--- src/rtl/core/tlv_pkg.sv ---
// Shared types and constants of the TLV stream parser.
package tlv_pkg;

    localparam logic [31:0] TLV_MAGIC_RESET   = 32'h544C_5631;
    localparam logic [7:0]  TLV_VERSION_RESET = 8'h01;
    localparam int          TLV_RESULT_DEPTH  = 4;

    localparam logic REG_MAGIC   = 1'b0;
    localparam logic REG_VERSION = 1'b1;

    typedef enum logic [1:0] {
        KIND_PAYLOAD = 2'd0,
        KIND_EMPTY   = 2'd1,
        KIND_STATUS  = 2'd2
    } kind_t;

    typedef enum logic [1:0] {
        ST_OK      = 2'd0,
        ST_TRUNC   = 2'd1,
        ST_MAGIC   = 2'd2,
        ST_VERSION = 2'd3
    } status_t;

    typedef struct packed {
        kind_t       kind;
        logic [7:0]  record_type;
        logic [15:0] record_length;
        logic [7:0]  payload_byte;
        logic        last_of_record;
        status_t     status;
        logic        last;
    } tlv_result_t;

    // Queue status seen by the parser.
    typedef struct packed {
        logic room_for_two;
        logic valid;
    } tlv_queue_status_t;

endpackage

--- src/rtl/core/tlv_stream_if.sv ---
// Valid/ready channels for input bytes and parser results.
interface tlv_in_if;
    logic       valid;
    logic       ready;
    logic [7:0] data_byte;
    logic       end_of_buffer;

    modport source (output valid, output data_byte, output end_of_buffer, input ready);
    modport sink   (input valid, input data_byte, input end_of_buffer, output ready);
endinterface

interface tlv_out_if;
    logic        valid;
    logic        ready;
    logic [1:0]  kind;
    logic [7:0]  record_type;
    logic [15:0] record_length;
    logic [7:0]  payload_byte;
    logic        last_of_record;
    logic [1:0]  status;
    logic        last;

    modport source (output valid, output kind, output record_type, output record_length,
                    output payload_byte, output last_of_record, output status,
                    output last, input ready);
    modport sink   (input valid, input kind, input record_type, input record_length,
                    input payload_byte, input last_of_record, input status,
                    input last, output ready);
endinterface

--- src/rtl/core/tlv_result_fifo.sv ---
// Result queue that takes up to two results per cycle and gives one.
module tlv_result_fifo #(
    parameter int DEPTH = tlv_pkg::TLV_RESULT_DEPTH
) (
    input  logic                         clk,
    input  logic                         rst_n,
    input  logic [1:0]                   push_cnt,
    input  tlv_pkg::tlv_result_t         push_data0,
    input  tlv_pkg::tlv_result_t         push_data1,
    input  logic                         pop,
    output tlv_pkg::tlv_queue_status_t   queue_status,
    output tlv_pkg::tlv_result_t         pop_data
);
    import tlv_pkg::*;

    // DEPTH must be a power of two, at least two.
    localparam int IDX_W = (DEPTH > 2) ? $clog2(DEPTH) : 1;
    localparam int CNT_W = $clog2(DEPTH + 1);

    tlv_result_t        entry_reg [DEPTH];
    logic [IDX_W-1:0]   head_reg, head_next;
    logic [IDX_W-1:0]   tail_reg, tail_next;
    logic [CNT_W-1:0]   count_reg, count_next;
    logic               do_pop;

    assign do_pop = pop && (count_reg != '0);

    always_comb
    begin
        head_next  = do_pop ? head_reg + IDX_W'(1) : head_reg;
        tail_next  = tail_reg + IDX_W'(push_cnt);
        count_next = count_reg + CNT_W'(push_cnt) - CNT_W'(do_pop);
    end

    always_ff @(posedge clk or negedge rst_n)
    begin
        if (!rst_n)
        begin
            head_reg  <= '0;
            tail_reg  <= '0;
            count_reg <= '0;
        end
        else
        begin
            head_reg  <= head_next;
            tail_reg  <= tail_next;
            count_reg <= count_next;
        end
    end

    always_ff @(posedge clk)
    begin
        if (push_cnt != 2'd0)
        begin
            entry_reg[tail_reg] <= push_data0;
        end
        if (push_cnt == 2'd2)
        begin
            entry_reg[tail_reg + IDX_W'(1)] <= push_data1;
        end
    end

    assign queue_status.valid        = (count_reg != '0);
    assign queue_status.room_for_two = (count_reg <= CNT_W'(DEPTH - 2));
    assign pop_data                  = entry_reg[head_reg];

endmodule

--- src/rtl/core/tlv_stream_parser.sv ---
// Byte-serial type-length-value parser with header check and final status.
//
// One byte is accepted per clock cycle while the result queue has room for
// two results; each byte updates the parse state in the same cycle and its
// results are registered in the result queue, which gives them out one per
// cycle while the consumer is ready. A payload byte, or the last length byte
// of an empty record, that also carries the end flag gives two results, and
// the queue depth RESULT_DEPTH sets how much of that, or of a stalled
// consumer, is absorbed before the input stops accepting.
module tlv_stream_parser #(
    parameter int RESULT_DEPTH = tlv_pkg::TLV_RESULT_DEPTH
) (
    input  logic        clk,
    input  logic        rst_n,
    tlv_in_if.sink      data,
    tlv_out_if.source   result,
    input  logic        wr_en,
    input  logic        wr_index,
    input  logic [31:0] wr_data
);
    import tlv_pkg::*;

    typedef enum logic [5:0] {
        PH_HEADER  = 6'b000001,
        PH_TYPE    = 6'b000010,
        PH_LEN_HI  = 6'b000100,
        PH_LEN_LO  = 6'b001000,
        PH_PAYLOAD = 6'b010000,
        PH_HOLD    = 6'b100000
    } phase_t;

    logic [31:0]  magic_reg;
    logic [7:0]   version_reg;

    phase_t       phase_reg, phase_next;
    logic [2:0]   hdr_idx_reg, hdr_idx_next;
    logic [7:0]   type_reg, type_next;
    logic [15:0]  length_reg, length_next;
    logic [15:0]  remaining_reg, remaining_next;
    status_t      err_reg, err_next;

    logic [7:0]   want;
    logic [15:0]  rem_dec;
    logic [15:0]  len_full;
    logic [1:0]   n_results;
    tlv_result_t  res0, res1;
    logic         accept;
    logic         eob;
    logic [7:0]   b;

    tlv_queue_status_t queue_status;
    tlv_result_t       head_result;

    function automatic tlv_result_t status_result(input status_t st);
        tlv_result_t r;
        r        = '0;
        r.kind   = KIND_STATUS;
        r.status = st;
        return r;
    endfunction

    assign accept = data.valid && data.ready;
    assign eob    = data.end_of_buffer;
    assign b      = data.data_byte;

    always_ff @(posedge clk or negedge rst_n)
    begin
        if (!rst_n)
        begin
            magic_reg   <= TLV_MAGIC_RESET;
            version_reg <= TLV_VERSION_RESET;
        end
        else if (wr_en)
        begin
            case (wr_index)
                REG_MAGIC:   magic_reg   <= wr_data;
                REG_VERSION: version_reg <= wr_data[7:0];
                default:     magic_reg   <= magic_reg;
            endcase
        end
    end

    // Expected header byte: magic word most significant byte first, then version.
    always_comb
    begin
        if (hdr_idx_reg[2])
        begin
            want = version_reg;
        end
        else
        begin
            case (hdr_idx_reg[1:0])
                2'd0:    want = magic_reg[31:24];
                2'd1:    want = magic_reg[23:16];
                2'd2:    want = magic_reg[15:8];
                default: want = magic_reg[7:0];
            endcase
        end
    end

    assign rem_dec  = remaining_reg - 16'd1;
    assign len_full = {length_reg[15:8], b};

    always_comb
    begin
        phase_next     = phase_reg;
        hdr_idx_next   = hdr_idx_reg;
        type_next      = type_reg;
        length_next    = length_reg;
        remaining_next = remaining_reg;
        err_next       = err_reg;
        n_results      = 2'd0;
        res0           = '0;
        res1           = '0;

        case (phase_reg)
            PH_HEADER:
            begin
                if ((b != want) && (err_reg == ST_OK))
                begin
                    err_next = hdr_idx_reg[2] ? ST_VERSION : ST_MAGIC;
                end
                if (eob)
                begin
                    // A short header reports truncation over any mismatch.
                    res0      = status_result(hdr_idx_reg[2] ? err_next : ST_TRUNC);
                    n_results = 2'd1;
                end
                else if (hdr_idx_reg[2])
                begin
                    phase_next   = (err_next != ST_OK) ? PH_HOLD : PH_TYPE;
                    hdr_idx_next = '0;
                end
                else
                begin
                    hdr_idx_next = hdr_idx_reg + 3'd1;
                end
            end
            PH_TYPE:
            begin
                type_next = b;
                if (eob)
                begin
                    res0      = status_result(ST_TRUNC);
                    n_results = 2'd1;
                end
                else
                begin
                    phase_next = PH_LEN_HI;
                end
            end
            PH_LEN_HI:
            begin
                length_next = {b, 8'h00};
                if (eob)
                begin
                    res0      = status_result(ST_TRUNC);
                    n_results = 2'd1;
                end
                else
                begin
                    phase_next = PH_LEN_LO;
                end
            end
            PH_LEN_LO:
            begin
                length_next    = len_full;
                remaining_next = len_full;
                if (len_full == 16'd0)
                begin
                    res0.kind           = KIND_EMPTY;
                    res0.record_type    = type_reg;
                    res0.last_of_record = 1'b1;
                    res1                = status_result(ST_OK);
                    n_results           = eob ? 2'd2 : 2'd1;
                    phase_next          = PH_TYPE;
                end
                else if (eob)
                begin
                    res0      = status_result(ST_TRUNC);
                    n_results = 2'd1;
                end
                else
                begin
                    phase_next = PH_PAYLOAD;
                end
            end
            PH_PAYLOAD:
            begin
                remaining_next      = rem_dec;
                res0.kind           = KIND_PAYLOAD;
                res0.record_type    = type_reg;
                res0.record_length  = length_reg;
                res0.payload_byte   = b;
                res0.last_of_record = (rem_dec == 16'd0);
                res1                = status_result((rem_dec == 16'd0) ? ST_OK : ST_TRUNC);
                n_results           = eob ? 2'd2 : 2'd1;
                if (rem_dec == 16'd0)
                begin
                    phase_next = PH_TYPE;
                end
            end
            PH_HOLD:
            begin
                if (eob)
                begin
                    res0      = status_result(err_reg);
                    n_results = 2'd1;
                end
            end
            default:
            begin
                phase_next = PH_HEADER;
            end
        endcase

        // The end flag starts a new buffer with the next byte.
        if (eob)
        begin
            phase_next     = PH_HEADER;
            hdr_idx_next   = '0;
            type_next      = '0;
            length_next    = '0;
            remaining_next = '0;
            err_next       = ST_OK;
        end

        if (n_results == 2'd1)
        begin
            res0.last = 1'b1;
        end
        if (n_results == 2'd2)
        begin
            res1.last = 1'b1;
        end
    end

    always_ff @(posedge clk or negedge rst_n)
    begin
        if (!rst_n)
        begin
            phase_reg     <= PH_HEADER;
            hdr_idx_reg   <= '0;
            type_reg      <= '0;
            length_reg    <= '0;
            remaining_reg <= '0;
            err_reg       <= ST_OK;
        end
        else if (accept)
        begin
            phase_reg     <= phase_next;
            hdr_idx_reg   <= hdr_idx_next;
            type_reg      <= type_next;
            length_reg    <= length_next;
            remaining_reg <= remaining_next;
            err_reg       <= err_next;
        end
    end

    tlv_result_fifo #(
        .DEPTH (RESULT_DEPTH)
    ) u_result_fifo (
        .clk          (clk),
        .rst_n        (rst_n),
        .push_cnt     (accept ? n_results : 2'd0),
        .push_data0   (res0),
        .push_data1   (res1),
        .pop          (result.ready),
        .queue_status (queue_status),
        .pop_data     (head_result)
    );

    assign data.ready            = queue_status.room_for_two;
    assign result.valid          = queue_status.valid;
    assign result.kind           = head_result.kind;
    assign result.record_type    = head_result.record_type;
    assign result.record_length  = head_result.record_length;
    assign result.payload_byte   = head_result.payload_byte;
    assign result.last_of_record = head_result.last_of_record;
    assign result.status         = head_result.status;
    assign result.last           = head_result.last;

    a_eob_restarts: assert property (@(posedge clk) disable iff (!rst_n)
        (data.valid && data.ready && data.end_of_buffer) |=>
            (phase_reg == PH_HEADER && hdr_idx_reg == 3'd0 && err_reg == ST_OK))
        else $error("parse state not cleared after end of buffer");

    a_payload_nonzero: assert property (@(posedge clk) disable iff (!rst_n)
        (phase_reg == PH_PAYLOAD) |-> (remaining_reg != 16'd0))
        else $error("payload phase with no bytes remaining");

    a_hold_has_error: assert property (@(posedge clk) disable iff (!rst_n)
        (phase_reg == PH_HOLD) |-> (err_reg != ST_OK))
        else $error("hold phase without a latched error");

    a_header_index: assert property (@(posedge clk) disable iff (!rst_n)
        (hdr_idx_reg <= 3'd4) && ((phase_reg == PH_HEADER) || (hdr_idx_reg == 3'd0)))
        else $error("header index out of range");

endmodule

--- src/flat_wrapper.sv ---
// flat-port wrapper written by rule: the top's interface ports become plain ports
module tlv_stream_parser_flat import tlv_pkg::*;
#(
    parameter int RESULT_DEPTH = tlv_pkg::TLV_RESULT_DEPTH
)
  (clk, rst_n, wr_en, wr_index, wr_data, data_valid, data_data_byte, data_end_of_buffer, data_ready, result_valid, result_kind, result_record_type, result_record_length, result_payload_byte, result_last_of_record, result_status, result_last, result_ready);
  tlv_in_if data_i ();
  tlv_out_if result_i ();
  input  logic clk;
  input  logic rst_n;
  input  logic wr_en;
  input  logic wr_index;
  input  logic [31:0] wr_data;
  input wire logic [$bits(data_i.valid)-1:0] data_valid;
  input wire logic [$bits(data_i.data_byte)-1:0] data_data_byte;
  input wire logic [$bits(data_i.end_of_buffer)-1:0] data_end_of_buffer;
  output wire logic [$bits(data_i.ready)-1:0] data_ready;
  output wire logic [$bits(result_i.valid)-1:0] result_valid;
  output wire logic [$bits(result_i.kind)-1:0] result_kind;
  output wire logic [$bits(result_i.record_type)-1:0] result_record_type;
  output wire logic [$bits(result_i.record_length)-1:0] result_record_length;
  output wire logic [$bits(result_i.payload_byte)-1:0] result_payload_byte;
  output wire logic [$bits(result_i.last_of_record)-1:0] result_last_of_record;
  output wire logic [$bits(result_i.status)-1:0] result_status;
  output wire logic [$bits(result_i.last)-1:0] result_last;
  input wire logic [$bits(result_i.ready)-1:0] result_ready;
  assign data_i.valid = data_valid;
  assign data_i.data_byte = data_data_byte;
  assign data_i.end_of_buffer = data_end_of_buffer;
  assign data_ready = data_i.ready;
  assign result_valid = result_i.valid;
  assign result_kind = result_i.kind;
  assign result_record_type = result_i.record_type;
  assign result_record_length = result_i.record_length;
  assign result_payload_byte = result_i.payload_byte;
  assign result_last_of_record = result_i.last_of_record;
  assign result_status = result_i.status;
  assign result_last = result_i.last;
  assign result_i.ready = result_ready;
  tlv_stream_parser #(.RESULT_DEPTH(RESULT_DEPTH)) u_core (.clk(clk), .rst_n(rst_n), .data(data_i), .result(result_i), .wr_en(wr_en), .wr_index(wr_index), .wr_data(wr_data));
endmodule
--- config.mk ---
export PLATFORM = sky130hd
export DESIGN_NAME = tlv_stream_parser_flat
export DESIGN_NICKNAME = d
export VERILOG_FILES = /design/src/rtl/core/tlv_pkg.sv /design/src/rtl/core/tlv_stream_if.sv /design/src/rtl/core/tlv_result_fifo.sv /design/src/rtl/core/tlv_stream_parser.sv /design/src/flat_wrapper.sv
export SDC_FILE = /design/constraint.sdc
export NUM_CORES = 1
export LEC_CHECK = 0
export CAP_MARGIN = 40
export CORE_MARGIN = 5
export CORE_UTILIZATION = 55
export DETAILED_ROUTE_END_ITERATION = 10
export DONT_BUFFER_PORTS = 1
export GPL_TIMING_DRIVEN = 0
export PLACE_DENSITY = 0.75
export SLEW_MARGIN = 20
export SYNTH_ARGS = -nofsm -noshare
export SYNTH_HDL_FRONTEND = slang
export SYNTH_SLANG_ARGS = --single-unit
--- constraint.sdc ---
create_clock -name clk -period 4.85 [get_ports clk]
set_input_delay 0.2425 -clock clk [delete_from_list [all_inputs] [get_ports clk]]
set_output_delay 0.2425 -clock clk [all_outputs]
set_load 0.05 [all_outputs]
-- Word-level counts from Yosys, hierarchy flattened
Memories as Yosys holds them, arrays and structs flattened.
Index checks and enable logic that the tools add are counted.
- $add $sub $neg: 7
- $mul: 0
- div/mod/pow operators: 0
- $lt $le $gt $ge: 1
- eq/ne operators: 16
- shift operators: 0
- multiplexer cells: 46
- bitwise logic cells: 1
- reductions and logical operators: 25
- operator list (kind ; number):
    $pmux W35 S5 ; 1
    $mux W38 ; 4
    $pmux W38 S2 ; 1
    $pmux W16 S2 ; 2
    $pmux W6 S6 ; 1
    $logic_not A16 Y1 ; 2
    $mux W16 ; 2
    $mux W24 ; 1
    $mux W6 ; 4
    $mux W8 ; 3
    $pmux W8 S3 ; 1
    $mux W2 ; 8
    $sub A16 B1 Y16 const B ; 1
    $mux W3 ; 4
    $pmux W3 S4 ; 1
    $reduce_and A2 Y1 ; 6
    $mux W1 ; 10
    $mux W10 ; 1
    $reduce_bool A2 Y1 ; 5
    $reduce_bool A3 Y1 ; 3
    $ne A8 B8 Y1 ; 1
    $eq A2 B2 Y1 const B ; 3
    $eq A6 B1 Y1 const B ; 1
    $eq A6 B2 Y1 const B ; 1
    22 further kinds ; 29
- register bits: 98
- bits in latches: 0
- memory bits (writable): 152
- bits in read-only memories: 0
- input port bits: 47
- output and inout bits: 40
- memories kept: 1
- memories (memory ; depth ; bits a word ; read ports ; clocked after Yosys merged registers in ; wr ports ; RTL line ; source):
    u_core.u_result_fifo.entry_reg ; 4 ; 38 ; 1 ; 0 ; 2 ; tlv_result_fifo.sv:20 ; tlv_result_t entry_reg [DEPTH];

-- Depth between registers and ports, before layout
Gate-level depths: netlist of run 1.
- word-level depth: 12
- gate-level depth with buffers: 13

-- Cells and area by module
A second synthesis of run 1 with hierarchy kept.
- cell total of the unflattened synthesis: 936
- area total of the unflattened synthesis: 12991.2 um2
- modules (own cells, without submodules) (module ; instances ; cells an instance ; area each (um2) ; sequential area each (um2)):
    tlv_result_fifo ; 1 ; 408 ; 7877.6 ; 4739.5
    tlv_stream_parser ; 1 ; 528 ; 5113.7 ; 2296.0

-- Least setup slack after synthesis of run 1
Ideal clock, no wire load.
- path kind: reg2reg
- start: reg u_core.u_result_fifo.count_reg[0]
- end: reg u_core.u_result_fifo.count_reg[2]
- setup time: 0.123 ns
- arrival time: 2.892 ns
- data required time: 4.727 ns
- slack: 1.836 ns
- cell stages (with the launch flop): 11
- clock period less this slack: 3.014 ns
- cells stage by stage: dfrtp_1 > a21oi_1 > and2_1 > clkbuf_1 > and2_1 > buf_2 > inv_1 > ha_1 > fa_1 > xor2_1 > xnor2_1
- cells in the longest elaborated chain, start to end: 5
- elaborated cells on any way between the ends: 7
- those cells by class: 2 x add/sub; 1 x order compare; 1 x mux; 3 x reduce/logical
- RTL lines (what ; RTL line ; source):
    start, declared ; tlv_result_fifo.sv:23 ; logic [CNT_W-1:0] count_reg, count_next;
    start signal, assigned ; tlv_result_fifo.sv:47 ; count_reg <= count_next;
    $le A3 B2 Y1 ; tlv_result_fifo.sv:64 ; assign queue_status.room_for_two = (count_reg <= CNT_W'(DEPTH - 2));
    named net data_ready ; flat_wrapper.sv:17 ; output wire logic [$bits(data_i.ready)-1:0] data_ready;
    $logic_and A1 B1 Y1 ; tlv_stream_parser.sv:62 ; assign accept = data.valid && data.ready;
    $mux W2 ; tlv_stream_parser.sv:265 ; .push_cnt (accept ? n_results : 2'd0),
    $add A3 B2 Y3 ; tlv_result_fifo.sv:32 ; count_next = count_reg + CNT_W'(push_cnt) - CNT_W'(do_pop);
    $sub A3 B1 Y3 ; tlv_result_fifo.sv:32 ;
    named net u_core.u_result_fifo.count_next[2] ; tlv_result_fifo.sv:23 ;
The timed path passes the listed nets, and every way through them passes these cells.
A chain may end at the register's enable or synchronous reset.

==> results.md, run 1 <==
* Largest register FFs at 152
* Antenna diode count at 0
* Vias in the first global route at 9213
* Worst-margin pin slew at 0.8543 ns
* Drt pass-1 iters at 5
* Register area share after synthesis at 49.45%
* DRC viols at 0
* Most frequent cells in the layout: dfxtp_1, nand2_1, o21ai_0, dfrtp_1, nor2_1
* Hold_sp: data_end_of_buffer
* Met3 Routed Length at 2156 um
* Uppermost layer routed: met4
* GRT Total Usage at 26.17%
* Port Buffers at 0
* DR iter-0 viols at 853
* Global-route wire length before repair at 50620 um
* Clock Skew at 0.01159 ns
* Pin count of the biggest net entering global routing at 99
* Final critical-path required period at 3.466 ns
* DR WL/cell at 21.36 um
* Number of synthesized flops with an enable pin at 12
* R2R depth at 11
* RSZ-0062 raised after global routing: false
* Max-Cap Viols at 0
* Row count at 52
* Met2 Wirelength at 14910 um
* CP Max Fanout at 10
* Worst Path Required at 5.28 ns
* # IOs at 87
* TritonCTS clock tree: yes
* Root Driver: clkbuf_16
* Maximum clock rate at 288.5 MHz
* GRT overflow at 0
* Reg2reg setup slack at 1.38 ns
* Layout area overhead at 14.70%
* Dpl hpwl at 21220 um
* H-tree levels at 1
* Worst-path clk slew at 0.06 ns
* Slew headroom at 42.52%
* Hold Crit Class: in2reg
* LEAKAGE at 4.885 nW
* FF-to-FF End: u_core.u_result_fifo.entry_reg[1][11]
* Post-Syn Area at 0.01139 mm2
* CP Class: reg2reg
* Final Hold Viols at 0
* Area contributors post-synth: dfxtp_1, dfrtp_1, mux4_2
* Chip Width at 153.9 um
* Starting Density at 56.13%
* Max-slew violations at 0
* Layout Nets at 1230
* Routability cong. at 0.9056
* Reg2reg start: u_core.length_reg[8]
* Synthesis warning total at 0
* Worst setup path end: u_core.u_result_fifo.entry_reg[1][11]
* Routed via count at 9183
* Setup violations, final at 0
* Status: finished, final reports clean
* Num CTS Buffers at 26
* Commonest non-fill, non-tap cell in the layout: dfxtp_1
* Ys async rst share at 39.20%
* Post-Syn Instances at 1094
* Power Density at 519.7 mW/mm2
* Hold_ws at 0.05050 ns
* Hold_buf cts at 43
* Clock Latency Late Sink at 0.52 ns
* Antenna-violating nets left at 0
* Layout cells sized above 1 at 15.48%
* Synth Area per Inst at 10.41 um2
* Fin crit share at 71.47%
* DRT Wirelength at 31160 um
* VDD IR max at 0.3263 mV
* Average vias per placed instance at 6.294
* Leading area contributor after synthesis: dfxtp_1
* Core box area at 0.02030 mm2
* Post-CTS setup buffers at 0
* CP arrival at 3.90 ns
* DIE HEIGHT at 153.9 um
* Wl on met1 at 12780 um
* Prevailing post-synth register cell: dfxtp_1
* Syn_nets at 1155
* Fillers at 1618
* Yosys top cell area share at 24.60%
* Setup TNS at 0 ns
* CTS sink count at 250
* Final Util at 64.38%
* Distinct cells, synth at 68
* Startpoint Class: flop
* Die area at 0.02369 mm2
* Clock buffer depth at 3
* Synth Register Bits at 250
* CP endpoint kind: flop
* CP startpoint: u_core.length_reg[8]
* Post-cts sizing count at 0
* Initial antenna violation count at 0
[per-layer routing]
layer	GRT usage, %	vias up
met2	43.45	404
met5	0	-
li1	-	4190
met3	4.553	97
met1	34.52	4492
met4	9.882	0
[area by class of cell]
cell class                      count  area (um2)  area share, %
Sequential cell                   250        5634          43.11
Multi-Input combinational cell    733        5303          40.57
Clock buffer                       36       729.5          5.582
Timing Repair Buffer               47       489.2          3.743
Buffer                             80       347.8          2.662
Tap cell                          270       337.8          2.585
Inverter                           31       116.4         0.8904
Clock inverter                     12       111.4         0.8521
[worst min path at each step]
stage / end / slack [ns] / cells past startpoint
global placement: u_core.remaining_reg[2] / -0.05 / 0
CTS: u_core.phase_reg[0] / 0.03 / 3
finish: u_core.phase_reg[0] / 0.05 / 3
global route: u_core.phase_reg[0] / 0.06 / 3
floorplan: u_core.err_reg[0] / -0.05 / 0
detailed placement: u_core.remaining_reg[2] / -0.05 / 0
[through the flow]
step	area (um2)	instances	total power, mW	setup slack [ns]
2_1_floorplan	11390	1094	4.272	1.836
3_3_place_gp	11730	1364	4.690	1.188
3_5_place_dp	11780	1368	4.768	1.473
4_1_cts	13070	1459	6.792	1.449
5_1_grt	13070	1459	7.133	1.119
6_report	13070	1459	6.792	1.384
[Yosys cell counts (11+ instances only)]
cell / count
clkbuf_1: 56
nor4_1: 15
nor3_1: 17
a21oi_1: 66
o22ai_1: 18
edfxtp_1: 12
and3_1: 11
dfrtp_1: 83
ha_1: 13
a22oi_1: 11
a22o_1: 15
nor2_1: 70
mux4_2: 38
mux2_2: 48
inv_1: 31
o21ai_0: 83
nand2_1: 120
o2bb2ai_1: 68
dfstp_2: 15
dfxtp_1: 140
buf_2: 14
nand3_1: 25
[power breakdown]
part           total [mW]  switching [mW]  internal, mW
clock                1.98           0.819          1.16
combinational        2.14            1.29         0.849
sequential           2.68           0.278          2.40
[worst max-delay path, cell delays in order, from the launching register on]
cell       delay (ns)
dfrtp_1          0.47
nor4_1           0.34
nand4_1          0.30
inv_1            0.13
ha_1             0.23
inv_1            0.05
o21ai_1          0.13
nor3_1           0.44
a2bb2oi_1        0.73
buf_2            0.37
nand2_1          0.08
o21ai_0          0.09
[kinds of logic (layout without fill, tap and decap cells)]
family	count (synthesis)	in the layout	share of synthesized area, %
AOI/OAI and AO/OA	303	303	17.83
xor gates and xnor gates	10	10	0.9334
buffers and inverters	111	206	4.074
adders and majority gates	14	14	1.603
DFF	250	250	49.45
muxes	91	91	12.78
and+or+nand+nor	315	315	13.32
(Power assumes the default switching activity.)
==> run 2: changes to the inputs <==
==> constraint.sdc (replaced) <==
create_clock -name clk -period 3.2 [get_ports clk]
set_input_delay 0.16 -clock clk [delete_from_list [all_inputs] [get_ports clk]]
set_output_delay 0.16 -clock clk [all_outputs]
set_load 0.05 [all_outputs]
==> results.md, run 2 (same netlist as run 1, synthesis figures left out) <==
* Num CTS Buffers at 26 (unchanged)
* Maximum clock rate at 331.7 MHz (was 288.5 MHz)
* Post-placement worst setup slack at -0.1765 ns (was 1.473 ns)
* Average vias per placed instance at 6.319 (was 6.294)
* Global-route wire length before repair at 50670 um (was 50620 um)
* Clock Latency Late Sink at 0.52 ns (about the same)
* Worst setup margin at 0.1854 ns (was 1.384 ns)
* Worst-margin pin slew at 0.8631 ns (was 0.8543 ns)
* Setup violations, final at 0 (unchanged)
* Dpl cell area at 0.01178 mm2 (unchanged)
* CP endpoint kind: flop (unchanged)
* Root Driver: clkbuf_16 (unchanged)
* Most frequent cells in the layout: dfxtp_1, nand2_1, o21ai_0, dfrtp_1 (was dfxtp_1, nand2_1, o21ai_0, dfrtp_1, nor2_1)
* H-tree levels at 1 (unchanged)
* Routability cong. at 0.9056 (unchanged)
* Routed via count at 9213 (was 9183)
* Dpl hpwl at 21220 um (unchanged)
* CP arrival at 3.28 ns (was 3.90 ns)
* Reg2reg setup slack at 0.19 ns (was 1.38 ns)
* TritonCTS clock tree: yes (unchanged)
* LEAKAGE at 4.954 nW (was 4.885 nW)
* DIE HEIGHT at 153.9 um (unchanged)
* Power Density at 785.5 mW/mm2 (was 519.7 mW/mm2)
* CP Max Fanout at 8 (was 10)
* Max-Cap Viols at 0 (unchanged)
* Worst Path Required at 3.46 ns (was 5.28 ns)
* Status: finished, final reports clean (unchanged)
* Layout area overhead at 15.87% (was 14.70%)
* Worst-path clk slew at 0.06 ns (about the same)
* Finished layout cell area at 0.01320 mm2 (was 0.01307 mm2)
* Tot Pwr at 10.37 mW (was 6.792 mW)
* Fin crit share at 94.21% (was 71.47%)
* Final Hold Viols at 0 (unchanged)
* Clock buffer depth at 3 (unchanged)
* Drt pass-1 iters at 8 (was 5)
* Startpoint Class: flop (unchanged)
* CTS sink count at 250 (unchanged)
* Layout Nets at 1229 (was 1230)
* Row count at 52 (unchanged)
* Die area at 0.02369 mm2 (unchanged)
* Hold Crit Class: in2reg (unchanged)
* Layout cells sized above 1 at 18.10% (was 15.48%)
* Vias in the first global route at 9219 (was 9213)
* Chip Width at 153.9 um (unchanged)
* Inst Count DP at 1368 (unchanged)
* DR WL/cell at 21.55 um (was 21.36 um)
* Pin count of the biggest net entering global routing at 99 (unchanged)
* Antenna diode count at 0 (unchanged)
* Commonest non-fill, non-tap cell in the layout: dfxtp_1 (unchanged)
* VDD IR max at 0.4525 mV (was 0.3263 mV)
* Port Buffers at 0 (unchanged)
* Max incr delay on CP at 0.44 ns (was 0.73 ns)
* Final Util at 65.03% (was 64.38%)
* Largest register FFs at 152 (unchanged)
* DRC viols at 0 (unchanged)
* Slew headroom at 41.93% (was 42.52%)
* Worst path slowest cell: dfrtp_1 (was a2bb2oi_1)
* GRT Total Usage at 26.21% (was 26.17%)
* DR iter-0 viols at 816 (was 853)
* Clock Skew at 0.01029 ns (was 0.01159 ns)
* Core box area at 0.02030 mm2 (unchanged)
* Crit-path cells: inv_1, ha_1, nand2_1, and3_1, o21ai_0, nand4_1, nor4_1, clkdlybuf4s15_2, o31a_1, o22ai_1 (was nor4_1, nand4_1, inv_1, ha_1, inv_1, o21ai_1, nor3_1, a2bb2oi_1, buf_2, nand2_1, o21ai_0)
* Antenna-violating nets left at 0 (unchanged)
* Non-Filler Instances at 1458 (was 1459)
* # IOs at 87 (unchanged)
* Max-slew violations at 0 (unchanged)
* Starting Density at 56.13% (unchanged)
* DRT Wirelength at 31420 um (was 31160 um)
* GRT overflow at 0 (unchanged)
* Initial antenna violation count at 0 (unchanged)
* Final critical-path required period at 3.015 ns (was 3.466 ns)
* CP Class: reg2reg (unchanged)
==> run 2: worst paths after layout <==
path	to	cells after the start	startpoint
min	u_core.magic_reg[1]	3	wr_index
max	u_core.u_result_fifo.entry_reg[0][1]	10	u_core.hdr_idx_reg[0]
max in group asynchronous	u_core.magic_reg[12]	2	rst_n
min in group asynchronous	u_core.remaining_reg[2]	2	rst_n
min reg2reg	u_core.u_result_fifo.entry_reg[1][25]	2	u_core.u_result_fifo.entry_reg[1][25]
max reg2reg	u_core.u_result_fifo.entry_reg[0][1]	10	u_core.hdr_idx_reg[0]
==> run 2: what timing repair did <==
item	CTS	global route
buffers inserted	0	2
cloned	0	1
gates resized for setup	8	44
hold buffers	44	0
setup endpoints to repair	110	142
endpoints found under the hold margin	204	0
pin swaps	0	3
==> run 2: cell type report <==
class / count / area (um2)
Clock buffer: 36 / 729.5
Clock inverter: 12 / 111.4
Timing Repair Buffer: 50 / 514.2
Sequential cell: 250 / 5634
Fill cell: 1600 / 7098
Tap cell: 270 / 337.8
Multi-Input combinational cell: 734 / 5403
Buffer: 75 / 355.3
Inverter: 31 / 116.4
==> run 2: worst max-delay path: cells and delay by family, from the launching register on <==
kind / cells / cell delay [ns]
fa+ha+maj: 1 / 0.38
simple gates: 4 / 0.85
flops: 1 / 0.44
buf+inv: 2 / 0.46
compound gates: 3 / 0.63
==> run 2: report_power, final <==
group | internal, mW | switching, mW | leakage [nW] | total [mW]
registers | 3.64 | 0.429 | 2.45 | 4.07
clock network | 1.75 | 1.24 | 0.410 | 3.00
logic | 1.31 | 1.99 | 2.09 | 3.30
total | 6.70 | 3.67 | 4.95 | 10.4
==> run 2: metrics by stage <==
| stage | TNS [ns] | hold WS [ns] |
|---|---|---|
| floorplan | 0 | -0.1356 |
| global placement | -14.90 | -0.1298 |
| detailed placement | -8.694 | -0.1298 |
| CTS | -0.01011 | 0.09513 |
| global route | -0.006251 | 0.1209 |
| finish | 0 | 0.1085 |
==> run 2: metal layers <==
layer	up-vias	track usage (%)	routed length, um
met2	429	43.41	15080
met1	4496	34.54	12660
met4	0	10.18	1307
li1	4194	-	-
met5	-	0	0
met3	94	4.553	2370
==> run 3: changes to the inputs <==
--- a/config.mk
+++ b/config.mk
@@ -10,7 +10,6 @@
 export CORE_UTILIZATION = 55
 export DETAILED_ROUTE_END_ITERATION = 10
 export DONT_BUFFER_PORTS = 1
-export GPL_TIMING_DRIVEN = 0
 export PLACE_DENSITY = 0.75
 export SLEW_MARGIN = 20
 export SYNTH_ARGS = -nofsm -noshare
==> results.md, run 3 (same netlist as run 1, synthesis figures left out) <==
* Status: finished, final reports clean (unchanged)
* DR WL/cell at 21.41 um (was 21.55 um)
* VDD IR max at 0.6154 mV (was 0.4525 mV)
* Dpl hpwl at 19330 um (was 21220 um)
* Max-slew violations at 0 (unchanged)
* Initial antenna violation count at 0 (unchanged)
* CP bufs+invs at 2 (unchanged)
* Cell Int Power at 6.671 mW (was 6.704 mW)
* Largest register FFs at 152 (unchanged)
* Row count at 52 (unchanged)
* Port Buffers at 0 (unchanged)
* Met3 Routed Length at 2239 um (was 2370 um)
* Final Util at 64.87% (was 65.03%)
* Layout Nets at 1189 (was 1229)
* Startpoint Class: flop (unchanged)
* Wl on met1 at 12400 um (was 12660 um)
* Vias in the first global route at 8987 (was 9219)
* CP arrival at 3.36 ns (was 3.28 ns)
* Routed via count at 9030 (was 9213)
* Setup violations, final at 0 (unchanged)
* Antenna-violating nets left at 0 (unchanged)
* Core box area at 0.02030 mm2 (unchanged)
* Crit-path cells: nor4_2, nand4_1, inv_1, ha_1, a22o_1, and2_2, inv_1, ha_1, fa_1, xor2_1, xnor2_1 (was inv_1, ha_1, nand2_1, and3_1, o21ai_0, nand4_1, nor4_1, clkdlybuf4s15_2, o31a_1, o22ai_1)
* DIE HEIGHT at 153.9 um (unchanged)
* Most frequent cells in the layout: dfxtp_1, nand2_1, o21ai_0, dfrtp_1, nor2_1 (was dfxtp_1, nand2_1, o21ai_0, dfrtp_1)
* GRT overflow at 0 (unchanged)
* Clock Skew at 0.02304 ns (was 0.01029 ns)
* DR iter-0 viols at 824 (was 816)
* Maximum clock rate at 343.3 MHz (was 331.7 MHz)
* Num CTS Buffers at 26 (unchanged)
* TritonCTS clock tree: yes (unchanged)
* Worst-margin pin slew at 0.7443 ns (was 0.8631 ns)
* Seq pwr share at 40.4% (was 39.2%)
* Clock buffer depth at 3 (unchanged)
* Root Driver: clkbuf_16 (unchanged)
* CP Max Fanout at 5 (was 8)
* Worst Path Required at 3.65 ns (was 3.46 ns)
* Power Density at 781.1 mW/mm2 (was 785.5 mW/mm2)
* Worst setup margin at 0.2867 ns (was 0.1854 ns)
* Pin count of the biggest net entering global routing at 99 (unchanged)
* Setup TNS at 0 ns (unchanged)
* Global-route wire length before repair at 49450 um (was 50670 um)
* Clock power share at 28.3% (was 28.9%)
* Average vias per placed instance at 6.364 (was 6.319)
* Die area at 0.02369 mm2 (unchanged)
* Switching share of power at 35.14% (was 35.35%)
* DRT Wirelength at 30380 um (was 31420 um)
* GRT Total Usage at 25.46% (was 26.21%)
* CP endpoint kind: flop (unchanged)
* Starting Density at 56.13% (unchanged)
* H-tree levels at 1 (unchanged)
* Dpl cell area at 0.01176 mm2 (was 0.01178 mm2)
* Uppermost layer routed: met4 (unchanged)
* CP Class: reg2reg (unchanged)
* LEAKAGE at 4.958 nW (was 4.954 nW)
* DRC viols at 0 (unchanged)
* Layout area overhead at 15.57% (was 15.87%)
* Final critical-path required period at 2.913 ns (was 3.015 ns)
* Post-placement worst setup slack at 0.2033 ns (was -0.1765 ns)
* Worst path slowest cell: dfrtp_1 (unchanged)
* Chip Width at 153.9 um (unchanged)
* Worst-path clk slew at 0.06 ns (about the same)
* Routability cong. at 0.9129 (was 0.9056)
* RSZ-0062 raised after global routing: false
* Combinational power share at 31.3% (was 31.9%)
* Slew headroom at 49.92% (was 41.93%)
* Sw power at 3.614 mW (was 3.665 mW)
* Layout cells sized above 1 at 18.82% (was 18.10%)
* Final Hold Viols at 0 (unchanged)
* Fin crit share at 91.04% (was 94.21%)
* Max incr delay on CP at 0.43 ns (was 0.44 ns)
* Met2 Wirelength at 14550 um (was 15080 um)
* # IOs at 87 (unchanged)
* Finished layout cell area at 0.01317 mm2 (was 0.01320 mm2)
* Max-Cap Viols at 0 (unchanged)
* CP delay by family, top: adder cells (was simple AND/OR/NAND/NOR gates)
* Drt pass-1 iters at 5 (was 8)
* Hold Crit Class: in2reg (unchanged)
* CTS sink count at 250 (unchanged)
* Commonest non-fill, non-tap cell in the layout: dfxtp_1 (unchanged)
* Clock Latency Late Sink at 0.54 ns (was 0.52 ns)
-- run 3: cell types whose count changed in the layout (fill, tap and decap cells not counted), moves of 3 or more --
| cell | previous run | this run |
|---|---|---|
| clkbuf_1 | 43 | 10 |
| dlygate4sd3_1 | 43 | 47 |
| clkbuf_2 | 15 | 0 |
| buf_2 | 11 | 0 |
| clkinv_1 | 4 | 1 |
| buf_4 | 4 | 30 |
| buf_6 | 6 | 0 |
| buf_1 | 6 | 0 |
| buf_12 | 0 | 7 |
-- run 3: worst register-to-register path, delay by kind of cell, from the launching register on --
kind | cells | cell delay (ns)
adder cells (fa/ha/maj) | 3 | 0.86
XOR/XNOR | 2 | 0.35
AO/OA/AOI/OAI | 1 | 0.24
buffers and inverters | 2 | 0.18
flip-flops | 1 | 0.43
AND/OR/NAND/NOR | 3 | 0.78
-- run 3: final timing paths --
| path | start | end | slack, ns | depth (start not counted) |
|---|---|---|---|---|
| setup / recovery | u_core.length_reg[11] | u_core.u_result_fifo.count_reg[2] | 0.29 | 11 |
| hold / removal | data_end_of_buffer | u_core.u_result_fifo.entry_reg[0][2] | 0.04 | 3 |
| setup reg to reg | u_core.length_reg[11] | u_core.u_result_fifo.count_reg[2] | 0.29 | 11 |
| hold reg to reg | u_core.u_result_fifo.entry_reg[1][8] | u_core.u_result_fifo.entry_reg[1][8] | 0.45 | 2 |
| max in group asynchronous | rst_n | u_core.magic_reg[10] | 2.56 | 2 |
| min in group asynchronous | rst_n | u_core.phase_reg[3] | 0.21 | 2 |
-- run 3: power groups by stage --
| stage | clock, mW | combinational (mW) | sequential (mW) |
|---|---|---|---|
| final | 2.91 | 3.22 | 4.16 |
| after global routing | 3.08 | 3.50 | 4.21 |
| after CTS | 2.93 | 3.18 | 4.13 |
| after detailed placement | 0 | 3.03 | 4.18 |
| after global placement | 0 | 2.88 | 4.24 |
| after floorplan | 0 | 2.51 | 3.97 |
-- run 3: cell type report --
type                       count  area, um2
fill                        1562       7132
sequential                   250       5637
multi-input combinational    733       5381
timing repair buffer          86      870.8
clock buffer                  40      743.2
tap                          270      337.8
inverter                      31      116.4
clock inverter                 8      78.83
antenna                        1      2.502
-- run 3: what timing repair did --
action	4_1_cts	5_1_grt
hold endpoints to repair	218	0
setup endpoints to repair	0	92
hold buffers	49	0
buffers inserted	0	2
gates resized for setup	0	11
-- run 3: metrics by stage --
stage	std cells	hold WS, ns	total power, mW
floorplan	1094	-0.1356	6.474
global placement	1317	-0.1282	7.111
global route	1418	0.05936	10.80
CTS	1415	0.01338	10.25
finish	1419	0.04148	10.29
detailed placement	1318	-0.1284	7.212
-- run 3: routing by layer --
metal | up-vias | GRT usage [%]
met5 | - | 0.6211
met4 | 0 | 9.041
met3 | 84 | 4.384
met2 | 394 | 41.84
met1 | 4451 | 34.20
li1 | 4101 | -
